## src/design/bfi_pkg.sv

```systemverilog
// Shared types and constants of the Bloom filter insert and query core.
package bfi_pkg;

    localparam logic [63:0] FNV_BASIS    = 64'hcbf29ce484222325;
    // The FNV prime is 2^40 + 0x1b3, so the product splits into a shift and a narrow multiply.
    localparam logic [8:0]  FNV_PRIME_LO = 9'h1b3;
    localparam int          FNV_PRIME_SH = 40;
    localparam int          BITS_W       = 17;
    localparam int          PROBES_W     = 6;
    localparam int          CFG_IDX_W    = 2;

    localparam logic [CFG_IDX_W-1:0] REG_BIT_COUNT   = 2'd0;
    localparam logic [CFG_IDX_W-1:0] REG_PROBE_COUNT = 2'd1;

    typedef struct packed {
        logic accept;
        logic clr_wr;
        logic load_div;
        logic div_step;
        logic mem_op;
        logic chk;
        logic next_probe;
        logic finish;
    } t_cmd;

    typedef struct packed {
        logic clr_done;
        logic m_zero;
        logic div_done;
        logic probe_last;
        logic is_query;
    } t_sts;

    function automatic logic [63:0] fnv_step(input logic [63:0] h, input logic [7:0] b);
        logic [63:0] x;
        x = h ^ {56'd0, b};
        return (x << FNV_PRIME_SH) + x * {55'd0, FNV_PRIME_LO};
    endfunction

endpackage

```

## src/design/bfi_ctrl.sv

```systemverilog
// Controller state machine sequencing the clearing pass, hashing, probe remainders and bit store access.
module bfi_ctrl
    import bfi_pkg::*;
(
    input  logic i_clk,
    input  logic i_rst_n,
    input  logic i_start,
    input  logic i_last,
    input  t_sts i_sts,
    output t_cmd o_cmd,
    output logic o_busy
);
    typedef enum logic [6:0] {
        S_CLEAR = 7'b0000001,
        S_IDLE  = 7'b0000010,
        S_LOAD  = 7'b0000100,
        S_DIV   = 7'b0001000,
        S_MEM   = 7'b0010000,
        S_CHK   = 7'b0100000,
        S_DONE  = 7'b1000000
    } t_state;

    t_state r_state, n_state;

    always_ff @(posedge i_clk) begin
        if (!i_rst_n) begin
            r_state <= S_CLEAR;
        end else begin
            r_state <= n_state;
        end
    end

    always_comb begin
        n_state = r_state;
        o_cmd   = '0;
        o_busy  = 1'b1;
        unique case (r_state)
            S_CLEAR: begin
                o_cmd.clr_wr = 1'b1;
                if (i_sts.clr_done) n_state = S_IDLE;
            end
            S_IDLE: begin
                o_busy = 1'b0;
                if (i_start) begin
                    o_cmd.accept = 1'b1;
                    if (i_last) n_state = i_sts.m_zero ? S_DONE : S_LOAD;
                end
            end
            S_LOAD: begin
                o_cmd.load_div = 1'b1;
                n_state = S_DIV;
            end
            S_DIV: begin
                o_cmd.div_step = 1'b1;
                if (i_sts.div_done) n_state = S_MEM;
            end
            S_MEM: begin
                o_cmd.mem_op = 1'b1;
                if (i_sts.is_query) begin
                    n_state = S_CHK;
                end else if (i_sts.probe_last) begin
                    n_state = S_DONE;
                end else begin
                    o_cmd.next_probe = 1'b1;
                    n_state = S_LOAD;
                end
            end
            S_CHK: begin
                o_cmd.chk = 1'b1;
                if (i_sts.probe_last) begin
                    n_state = S_DONE;
                end else begin
                    o_cmd.next_probe = 1'b1;
                    n_state = S_LOAD;
                end
            end
            S_DONE: begin
                o_cmd.finish = 1'b1;
                n_state = S_IDLE;
            end
            default: n_state = S_CLEAR;
        endcase
    end

    a_done_idle: assert property (@(posedge i_clk) disable iff (!i_rst_n)
        r_state == S_DONE |=> r_state == S_IDLE)
        else $error("finish not followed by idle");
    a_empty_fast: assert property (@(posedge i_clk) disable iff (!i_rst_n)
        (o_cmd.accept && i_last && i_sts.m_zero) |=> r_state == S_DONE)
        else $error("empty filter key did not finish at once");
    a_div_hold: assert property (@(posedge i_clk) disable iff (!i_rst_n)
        (r_state == S_DIV && !i_sts.div_done) |=> r_state == S_DIV)
        else $error("remainder left early");
endmodule

```

## config.mk

```make
export PLATFORM = sky130hd
export DESIGN_NAME = bfi_ctrl
export DESIGN_NICKNAME = d
export VERILOG_FILES = /design/src/design/bfi_pkg.sv /design/src/design/bfi_ctrl.sv
export SDC_FILE = /design/constraint.sdc
export NUM_CORES = 1
export LEC_CHECK = 0
export ABC_CLOCK_PERIOD_IN_PS = 1650
export BUFFER_PORTS_ARGS = -buffer_cell sky130_fd_sc_hd__clkbuf_2
export CORE_MARGIN = 1
export CORE_UTILIZATION = 29
export CTS_CLUSTER_DIAMETER = 120
export CTS_CLUSTER_SIZE = 28
export DETAILED_ROUTE_END_ITERATION = 10
export PLACE_DENSITY = 0.53
export REMOVE_ABC_BUFFERS = 1
export SYNTH_ARGS = -nofsm -noshare
export SYNTH_HDL_FRONTEND = slang
export SYNTH_SLANG_ARGS = --single-unit
```

## constraint.sdc

```tcl
create_clock -name i_clk -period 1.65 [get_ports i_clk]
set_input_delay 0.0825 -clock i_clk [delete_from_list [all_inputs] [get_ports i_clk]]
set_output_delay 0.0825 -clock i_clk [all_outputs]
set_load 0.05 [all_outputs]
```

==> results of run 1 <==
worst max-delay path: stages (launching register included):
cell,delay [ns]
dfxtp_2,0.32
or3_4,0.39
or3_4,0.36
buf_6,0.13
inv_4,0.04
clkbuf_16,0.15
layer usage:
metal | track usage [%] | up-vias | share of wire, %
met5 | 0 | - | 0
met4 | 13.13 | 0 | 2.8
met3 | 7.759 | 7 | 5.2
met2 | 29.06 | 16 | 54
met1 | 17.69 | 288 | 38
li1 | - | 295 | -
power by group:
group	internal [mW]	switching, mW	total [mW]	leakage [nW]
Clock	0.0927	0.0698	0.163	0.0150
Combinational	0.116	0.156	0.272	0.304
Sequential	0.180	0.00747	0.187	0.0596
Total	0.389	0.234	0.622	0.379
final cells by class:
class | instances | area (sq um) | area share, %
clock buffers | 4 | 26.28 | 3.013
inverters | 2 | 10.01 | 1.148
multi-input cells | 51 | 394.1 | 45.19
flip-flops and latches | 7 | 150.1 | 17.22
well taps | 16 | 20.02 | 2.296
repair buffers | 33 | 271.5 | 31.13
cells in the final DEF (no fill, tap or decap), types with 2 or more instances in the layout:
cell,synthesis,final
nor2_1,6,5
dfxtp_2,0,2
clkbuf_4,0,3
o21ai_0,2,2
clkbuf_2,0,11
a21oi_1,2,2
or3_4,1,3
buf_4,0,15
nand3_1,2,2
buf_6,0,3
nand2_1,5,5
dfxtp_4,0,2
dfxtp_1,7,3
and3_4,0,2
buf_8,0,3
nor3_1,5,3
o21a_1,2,2
nand2b_1,4,3
cells by family after synthesis:
kind of cell               Yosys count  synth area share [%]
AOI/OAI and AO/OA                   14                 22.37
xor gates and xnor gates             1                 1.887
adders and majority gates            1                 2.156
buffers and inverters                2                 1.618
DFF                                  7                 30.19
and+or+nand+nor                     35                 41.78
path summary, 6_finish.rpt:
path	startpoint	end	slack (ns)
setup / recovery	r_state[4]	o_cmd[4]	-0.08
hold / removal	i_sts[1]	r_state[6]	0.06
setup reg to reg	r_state[4]	r_state[5]	0.02
hold reg to reg	r_state[3]	r_state[3]	0.62
metrics by stage:
step | utilization [%] | hold WS (ns) | setup slack [ns] | power [mW] | std cells
3_3_place_gp | 42.77 | 0.3314 | -0.04386 | 0.4278 | 103
5_1_grt | 57.89 | 0.06901 | -0.1202 | 0.6616 | 113
2_1_floorplan | - | 0.2014 | -0.9398 | 0.3508 | 60
6_report | 57.89 | 0.05936 | -0.07560 | 0.6223 | 113
4_1_cts | 51.25 | 0.06474 | -0.07183 | 0.6072 | 107
3_5_place_dp | 42.77 | 0.3359 | -0.03704 | 0.4279 | 103
repair_timing:
| item | in CTS | in global routing |
|---|---|---|
| gates resized for setup | 23 | 20 |
| setup endpoints to repair | 7 | 10 |
| buffers inserted | 0 | 6 |
| pin swaps | 3 | 8 |
==> impl_metrics.toml, run 1 <==
[outcome]
status = "complete, but fails checks"
violations = "setup timing"

[timing]
finClkSkew_ns = 0.005771
fin_tns_setup_ns = -0.1553
fin_crit_ns = 1.726
hold_viol = 0
max_freq_ghz = 0.5795
worst_slack_ns = -0.07560
setup_viol = 3
period_share_pct = 104.6
maxSlewViolCount = 0
relSlewSlack_pct = 80.01
rsz0062_at_grt = "true"
worstMarginPinSlew_ns = 0.2974

[layout]
largest_registers = "r_state (7)"
largest_register_ffs = 7
syn2layout_area_growth_pct = 87.87
top_register = "r_state"
num-nets-final = 107
fin_area_sq_um = 872.1
n_antenna_cell = 0
nFillCells = 139
drive_above_1_share_pct = 60.82

[synth]
seq_area_frac_synth_pct = 30.19
avgSynthCellArea_sq_um = 7.737
ys_async_sr_fraction_pct = 0
yosys-top-cells-count = "dfxtp_1, nor2_1, nand2_1, nor3_1, nand2b_1"
synthFlopType = "dfxtp_1"
yosys.area.top_type = "dfxtp_1"
yosysWarningCount = 0
yosysMostFrequentCell = "dfxtp_1"
synth_edf_count = 0
yosys.cell_types.count = 30
netlist_top_cells_area = "dfxtp_1, nand2b_1, nor3_1, nor2_1, nand2_1"
ys_ff_latch = 7
syn_area_sq_um = 464.2
synthCells = 60
synth_top_area_share_pct = 30.19

[drt]
wl_per_cell_microns = 14.35
drc = 0
viasPerCell = 5.363
drt_iter0_drc = 16
drt_pass1_iterations = 4
ant_nets = 0
wl_microns = 1621
route.vias.total = 606

[place]
post_dp_cell_area_sq_um = 644.4
port_buffers = 17
hpwlAfterDp_microns = 971.9
gp_congestion = 0.7877

[clock_tree]
root_buffer = "clkbuf_4"
cts_tree = "built"
numCtsBuffers = 3
insertion_delay_ns = 0.26
clk_pin_slew_ns = 0.05
cts_hold_buf = 0
cts_max_level = 1
cts_buffer_depth = 2
cts.sinks = 7

[setup_path]
required_ns = 1.57
cp_data_arrival_time_ns = 1.64
worstSetupEndpointType = "primary output"
critPathKind = "reg2out"
critPathMaxFanout = 3
ff2ff_path_depth = 4
crit_path_start_kind = "flip-flop"

[worst_hold_path]
worstHoldPathCells = 3
min_path_type = "in2reg"

[global_routing]
track_usage_pct = 17.76
gr-total-overflow = 0
grt_pass1_vias = 533
grt_max_degree = 8
grt_pass1_wl_microns = 2228
antenna_found_initial = 0

[floorplanning]
ios = 18
row_count = 14
die_area_sq_mm = 0.001765
core_area_sq_mm = 0.001506
fp.dieW_microns = 42.01
start_util_pct = 30.81
die_y_microns = 42.01

[power_and_ir_drop]
power_density_mw_per_mm2 = 713.5
ir_drop_v = 0.0005122
p_leak_nw = 0.3791

[job]
cap_violations = 0
Power figures use the tool's default switching activity.
==> run 2: changes to the inputs <==
--- a/config.mk
+++ b/config.mk
@@ -7,7 +7,7 @@
 export LEC_CHECK = 0
 export ABC_CLOCK_PERIOD_IN_PS = 1650
 export BUFFER_PORTS_ARGS = -buffer_cell sky130_fd_sc_hd__clkbuf_2
-export CORE_MARGIN = 1
+export CORE_MARGIN = 2
 export CORE_UTILIZATION = 29
 export CTS_CLUSTER_DIAMETER = 120
 export CTS_CLUSTER_SIZE = 28
==> impl_metrics.toml, run 2 (synthesis results as in run 1) <==
[outcome]
status = "complete, but fails checks"
violations = "setup timing"

[floorplanning]
start_util_pct = 30.81
ios = 18
die_area_sq_mm = 0.001937
fp.dieW_microns = 44.01
core_area_sq_mm = 0.001506
row_count = 14
die_y_microns = 44.01

[job]
cap_violations = 0

[place]
hpwlAfterDp_microns = 980.7
post-place-ws_ns = -0.03887
post_dp_cell_area_sq_um = 644.4
gp_congestion = 0.7709
port_buffers = 17
dpl.cell_count = 103

[drt]
route.vias.total = 552
drc = 0
wl_microns = 1297
wl_per_cell_microns = 11.90
viasPerCell = 5.064
drt_pass1_iterations = 4
ant_nets = 0
drt_iter0_drc = 8

[timing]
rsz0062_at_grt = "true"
setup_viol = 3
finClkSkew_ns = 0.003463
fin_crit_ns = 1.701
period_share_pct = 103.1
max_freq_ghz = 0.5879
worst_slack_ns = -0.05083
worstMarginPinSlew_ns = 0.2777
fin_tns_setup_ns = -0.08703
hold_viol = 0
relSlewSlack_pct = 81.33
maxSlewViolCount = 0

[clock_tree]
root_buffer = "clkbuf_4"
cts_tree = "built"
cts.sinks = 7
insertion_delay_ns = 0.25
cts_hold_buf = 0
cts_buffer_depth = 2
numCtsBuffers = 3
clk_pin_slew_ns = 0.05
cts_max_level = 1

[layout]
final_cell_mix = "buf_4, clkbuf_2, nor2_1, nand2_1"
largest_registers = "r_state (7)"
fin_area_sq_um = 800.8
num-nets-final = 103
final-instance-count-excl-fill = 109
drive_above_1_share_pct = 52.69
top_register = "r_state"
n_antenna_cell = 0
syn2layout_area_growth_pct = 72.51
final_common_cell = "buf_4"
largest_register_ffs = 7

[setup_path]
worstSetupEndpointType = "primary output"
cp_data_arrival_time_ns = 1.62
critPathKind = "reg2out"
r2r_slack_ns = -0.02
timing.rr.end = "r_state[5]"
timing.rr.start = "r_state[4]"
required_ns = 1.57
crit_path_start_kind = "flip-flop"
critPathMaxFanout = 3
ff2ff_path_depth = 4

[worst_hold_path]
min_from = "i_sts[2]"
hold_end = "r_state[4]"
min_path_type = "in2reg"
worstHoldPathCells = 3

[global_routing]
gr-total-overflow = 0
use_met1_pct = 18.09
antenna_found_initial = 0
met3_usage_pct = 7.347
grt.met2_usage_pct = 24.71
grt_max_degree = 8
grt_pass1_wl_microns = 2111
track_usage_pct = 15.47
gr-max-usage-layer = "met2"
grt_pass1_vias = 489

[power_and_ir_drop]
p_leak_nw = 0.3559
ir_drop_v = 0.0003906
total_power_mw = 0.5989
power_density_mw_per_mm2 = 747.9
## run 2: cell types whose count changed in the layout (fill, tap and decap cells not counted), sizes merged
cell	delta
buf	-6
clkbuf	+2
## run 2: report_power, final
group / switching (mW) / internal [mW]
registers: 0.00711 / 0.183
logic: 0.149 / 0.104
clock network: 0.0645 / 0.0924
## run 2: final cells by class
| class | instances | area [sq um] |
|---|---|---|
| Sequential cell | 7 | 143.9 |
| Multi-Input combinational cell | 51 | 365.4 |
| Fill cell | 143 | 705.7 |
| Clock buffer | 4 | 26.28 |
| Inverter | 2 | 10.01 |
| Tap cell | 16 | 20.02 |
| Timing Repair Buffer | 29 | 235.2 |
## run 2: critical path: stages, from the launching register on
cell	delay, ns
dfxtp_2	0.32
or3_4	0.38
or3_4	0.34
buf_6	0.13
inv_4	0.04
clkbuf_16	0.14
## run 2: metrics by stage
step                hold slack (ns)  util [%]
floorplan                    0.2014         -
global placement             0.3340     42.77
detailed placement           0.3402     42.77
CTS                         0.06416     52.24
global route                0.06953     53.16
finish                      0.06780     53.16
## run 2: worst max path at each step
| stage | startpoint | endpoint | slack [ns] | depth (start not counted) |
|---|---|---|---|---|
| 6_report | r_state[4] | o_cmd[4] | -0.05 | 5 |
| 2_1_floorplan | r_state[0] | r_state[1] | -0.94 | 3 |
| 3_3_place_gp | r_state[5] | r_state[5] | -0.04 | 4 |
| 3_5_place_dp | r_state[5] | r_state[5] | -0.04 | 4 |
| 5_1_grt | r_state[4] | o_cmd[4] | -0.10 | 5 |
| 4_1_cts | r_state[4] | o_cmd[4] | -0.06 | 5 |
## run 2: routing by layer
layer	share of wire [%]	vias to the layer above	wire [microns]
met3	5.9	0	76
met1	45	250	582
li1	-	286	-
met2	49	16	638
met4	0	0	0
met5	0	-	0
## run 2: repair_timing
| action | CTS | global route |
|---|---|---|
| gates resized for setup | 28 | 4 |
| buffers inserted | 1 | 1 |
| pin swaps | 3 | 0 |
| endpoints found under the setup margin | 8 | 7 |
==> run 3: changes to the inputs <==
--- a/config.mk
+++ b/config.mk
@@ -7,12 +7,13 @@
 export LEC_CHECK = 0
 export ABC_CLOCK_PERIOD_IN_PS = 1650
 export BUFFER_PORTS_ARGS = -buffer_cell sky130_fd_sc_hd__clkbuf_2
+export CAP_MARGIN = 25
 export CORE_MARGIN = 2
 export CORE_UTILIZATION = 29
+export CTS_BUF_LIST = sky130_fd_sc_hd__clkbuf_8
 export CTS_CLUSTER_DIAMETER = 120
 export CTS_CLUSTER_SIZE = 28
 export DETAILED_ROUTE_END_ITERATION = 10
-export PLACE_DENSITY = 0.53
 export REMOVE_ABC_BUFFERS = 1
 export SYNTH_ARGS = -nofsm -noshare
 export SYNTH_HDL_FRONTEND = slang
==> impl_metrics.toml, run 3 (synthesis results as in run 1) <==
[outcome]
status = "complete, but fails checks"
violations = "setup timing"

[timing]
setup_viol = 2
relSlewSlack_pct = 76.02
maxSlewViolCount = 0
fin_crit_ns = 1.723
period_share_pct = 104.4
rsz0062_at_grt = "true"
max_freq_ghz = 0.5805
finClkSkew_ns = 0.001443
worstMarginPinSlew_ns = 0.3559
hold_viol = 0
worst_slack_ns = -0.07261

[setup_path]
critPathMaxFanout = 4
critPathKind = "reg2out"
crit_path_start_kind = "flip-flop"
worstSetupEndpointType = "primary output"
required_ns = 1.57
cp_data_arrival_time_ns = 1.64

[place]
post_dp_cell_area_sq_um = 644.4
port_buffers = 17
dpl.cell_count = 103
hpwlAfterDp_microns = 1114
post-place-ws_ns = 0.007264
gp_congestion = 0.8116

[layout]
num-nets-final = 105
final_cell_mix = "buf_4, clkbuf_2, nor2_1, nand2_1, clkbuf_8"
largest_registers = "r_state (7)"
largest_register_ffs = 7
n_antenna_cell = 0
fin_area_sq_um = 849.6
top_register = "r_state"
syn2layout_area_growth_pct = 83.02
final_common_cell = "buf_4"
fin_util_pct = 56.40
final-instance-count-excl-fill = 111
drive_above_1_share_pct = 55.79
nFillCells = 132

[global_routing]
grt_pass1_vias = 561
grt_pass1_wl_microns = 2277
track_usage_pct = 16.41
antenna_found_initial = 0
gr-total-overflow = 0
grt_max_degree = 8

[power_and_ir_drop]
p_leak_nw = 0.3778
switchingPower_mw = 0.2290
p_int_mw = 0.4479
seq_power_share_pct = 28.1
pwr-share-clk_pct = 34.2
ir_drop_v = 0.0004249
power_density_mw_per_mm2 = 796.8
p_sw_share_pct = 33.83
share_comb_of_total_power_pct = 37.7

[clock_tree]
numCtsBuffers = 3
cts_hold_buf = 0
cts_max_level = 1
cts_buffer_depth = 2
root_buffer = "clkbuf_8"
cts_tree = "built"
insertion_delay_ns = 0.22
cts.sinks = 7
clk_pin_slew_ns = 0.04

[floorplanning]
row_count = 14
start_util_pct = 30.81
core_area_sq_mm = 0.001506
ios = 18
fp.dieW_microns = 44.01
die_area_sq_mm = 0.001937
die_y_microns = 44.01

[worst_hold_path]
min_path_type = "in2reg"

[job]
cap_violations = 0

[drt]
viasPerCell = 5.135
wl_microns = 1469
drc = 0
route.vias.total = 570
wl_per_cell_microns = 13.23
ant_nets = 0
drt_iter0_drc = 14
drt_pass1_iterations = 4
[run 3: cell types whose count changed in the layout (fill, tap and decap cells not counted), sizes merged]
| cell | delta |
|---|---|
| buf | +3 |
| inv | +1 |
| clkbuf | -2 |
[run 3: per-layer routing]
layer	vias to the layer above	GRT usage (%)	share of wire, %
li1	288	-	-
met1	268	19.40	43
met2	12	25.59	52
met3	2	6.122	3.3
met4	0	9.091	0.95
met5	-	0	0
[run 3: final cells by class]
cell class | instances | area (sq um) | share of cell area [%]
clock inverters | 1 | 3.754 | 0.4418
flip-flops and latches | 7 | 145.1 | 17.08
clock buffers | 3 | 41.29 | 4.860
multi-input cells | 51 | 367.9 | 43.30
inverters | 2 | 10.01 | 1.178
repair buffers | 31 | 261.5 | 30.78
well taps | 16 | 20.02 | 2.356
[run 3: power by group through the flow]
stage / clock network, mW / logic [mW] / registers, mW
finish: 0.231 / 0.256 / 0.190
global route: 0.247 / 0.276 / 0.191
CTS: 0.241 / 0.247 / 0.190
detailed placement: 0 / 0.238 / 0.193
global placement: 0 / 0.238 / 0.192
floorplan: 0 / 0.154 / 0.197
[run 3: path summary, 6_finish.rpt]
| check | startpoint | endpoint | slack (ns) | cells past startpoint |
|---|---|---|---|---|
| min reg2reg | r_state[3] | r_state[3] | 0.66 | 3 |
| min | i_sts[2] | r_state[4] | 0.12 | 3 |
| max | r_state[5] | o_cmd[4] | -0.07 | 5 |
| max reg2reg | r_state[5] | r_state[6] | 0.01 | 4 |
[run 3: stage by stage]
stage	setup TNS (ns)	total power, mW	hold WS, ns
4_1_cts	-0.1876	0.6779	0.1040
5_1_grt	-0.3525	0.7145	0.1254
2_1_floorplan	-2.867	0.3508	0.2014
3_3_place_gp	0	0.4301	0.3297
6_report	-0.08964	0.6770	0.1151
3_5_place_dp	0	0.4305	0.3387
[run 3: timing repair]
action	CTS	global route
gates resized for setup	22	14
gates cloned	0	0
endpoints found under the setup margin	7	12
setup buffers	2	3
pin swaps	6	5
[run 3: critical path, stage by stage (launching register included)]
cell and delay (ns):
dfxtp_2 0.33, or3_4 0.38, or3_4 0.38, buf_6 0.13
inv_4 0.04, clkbuf_16 0.14
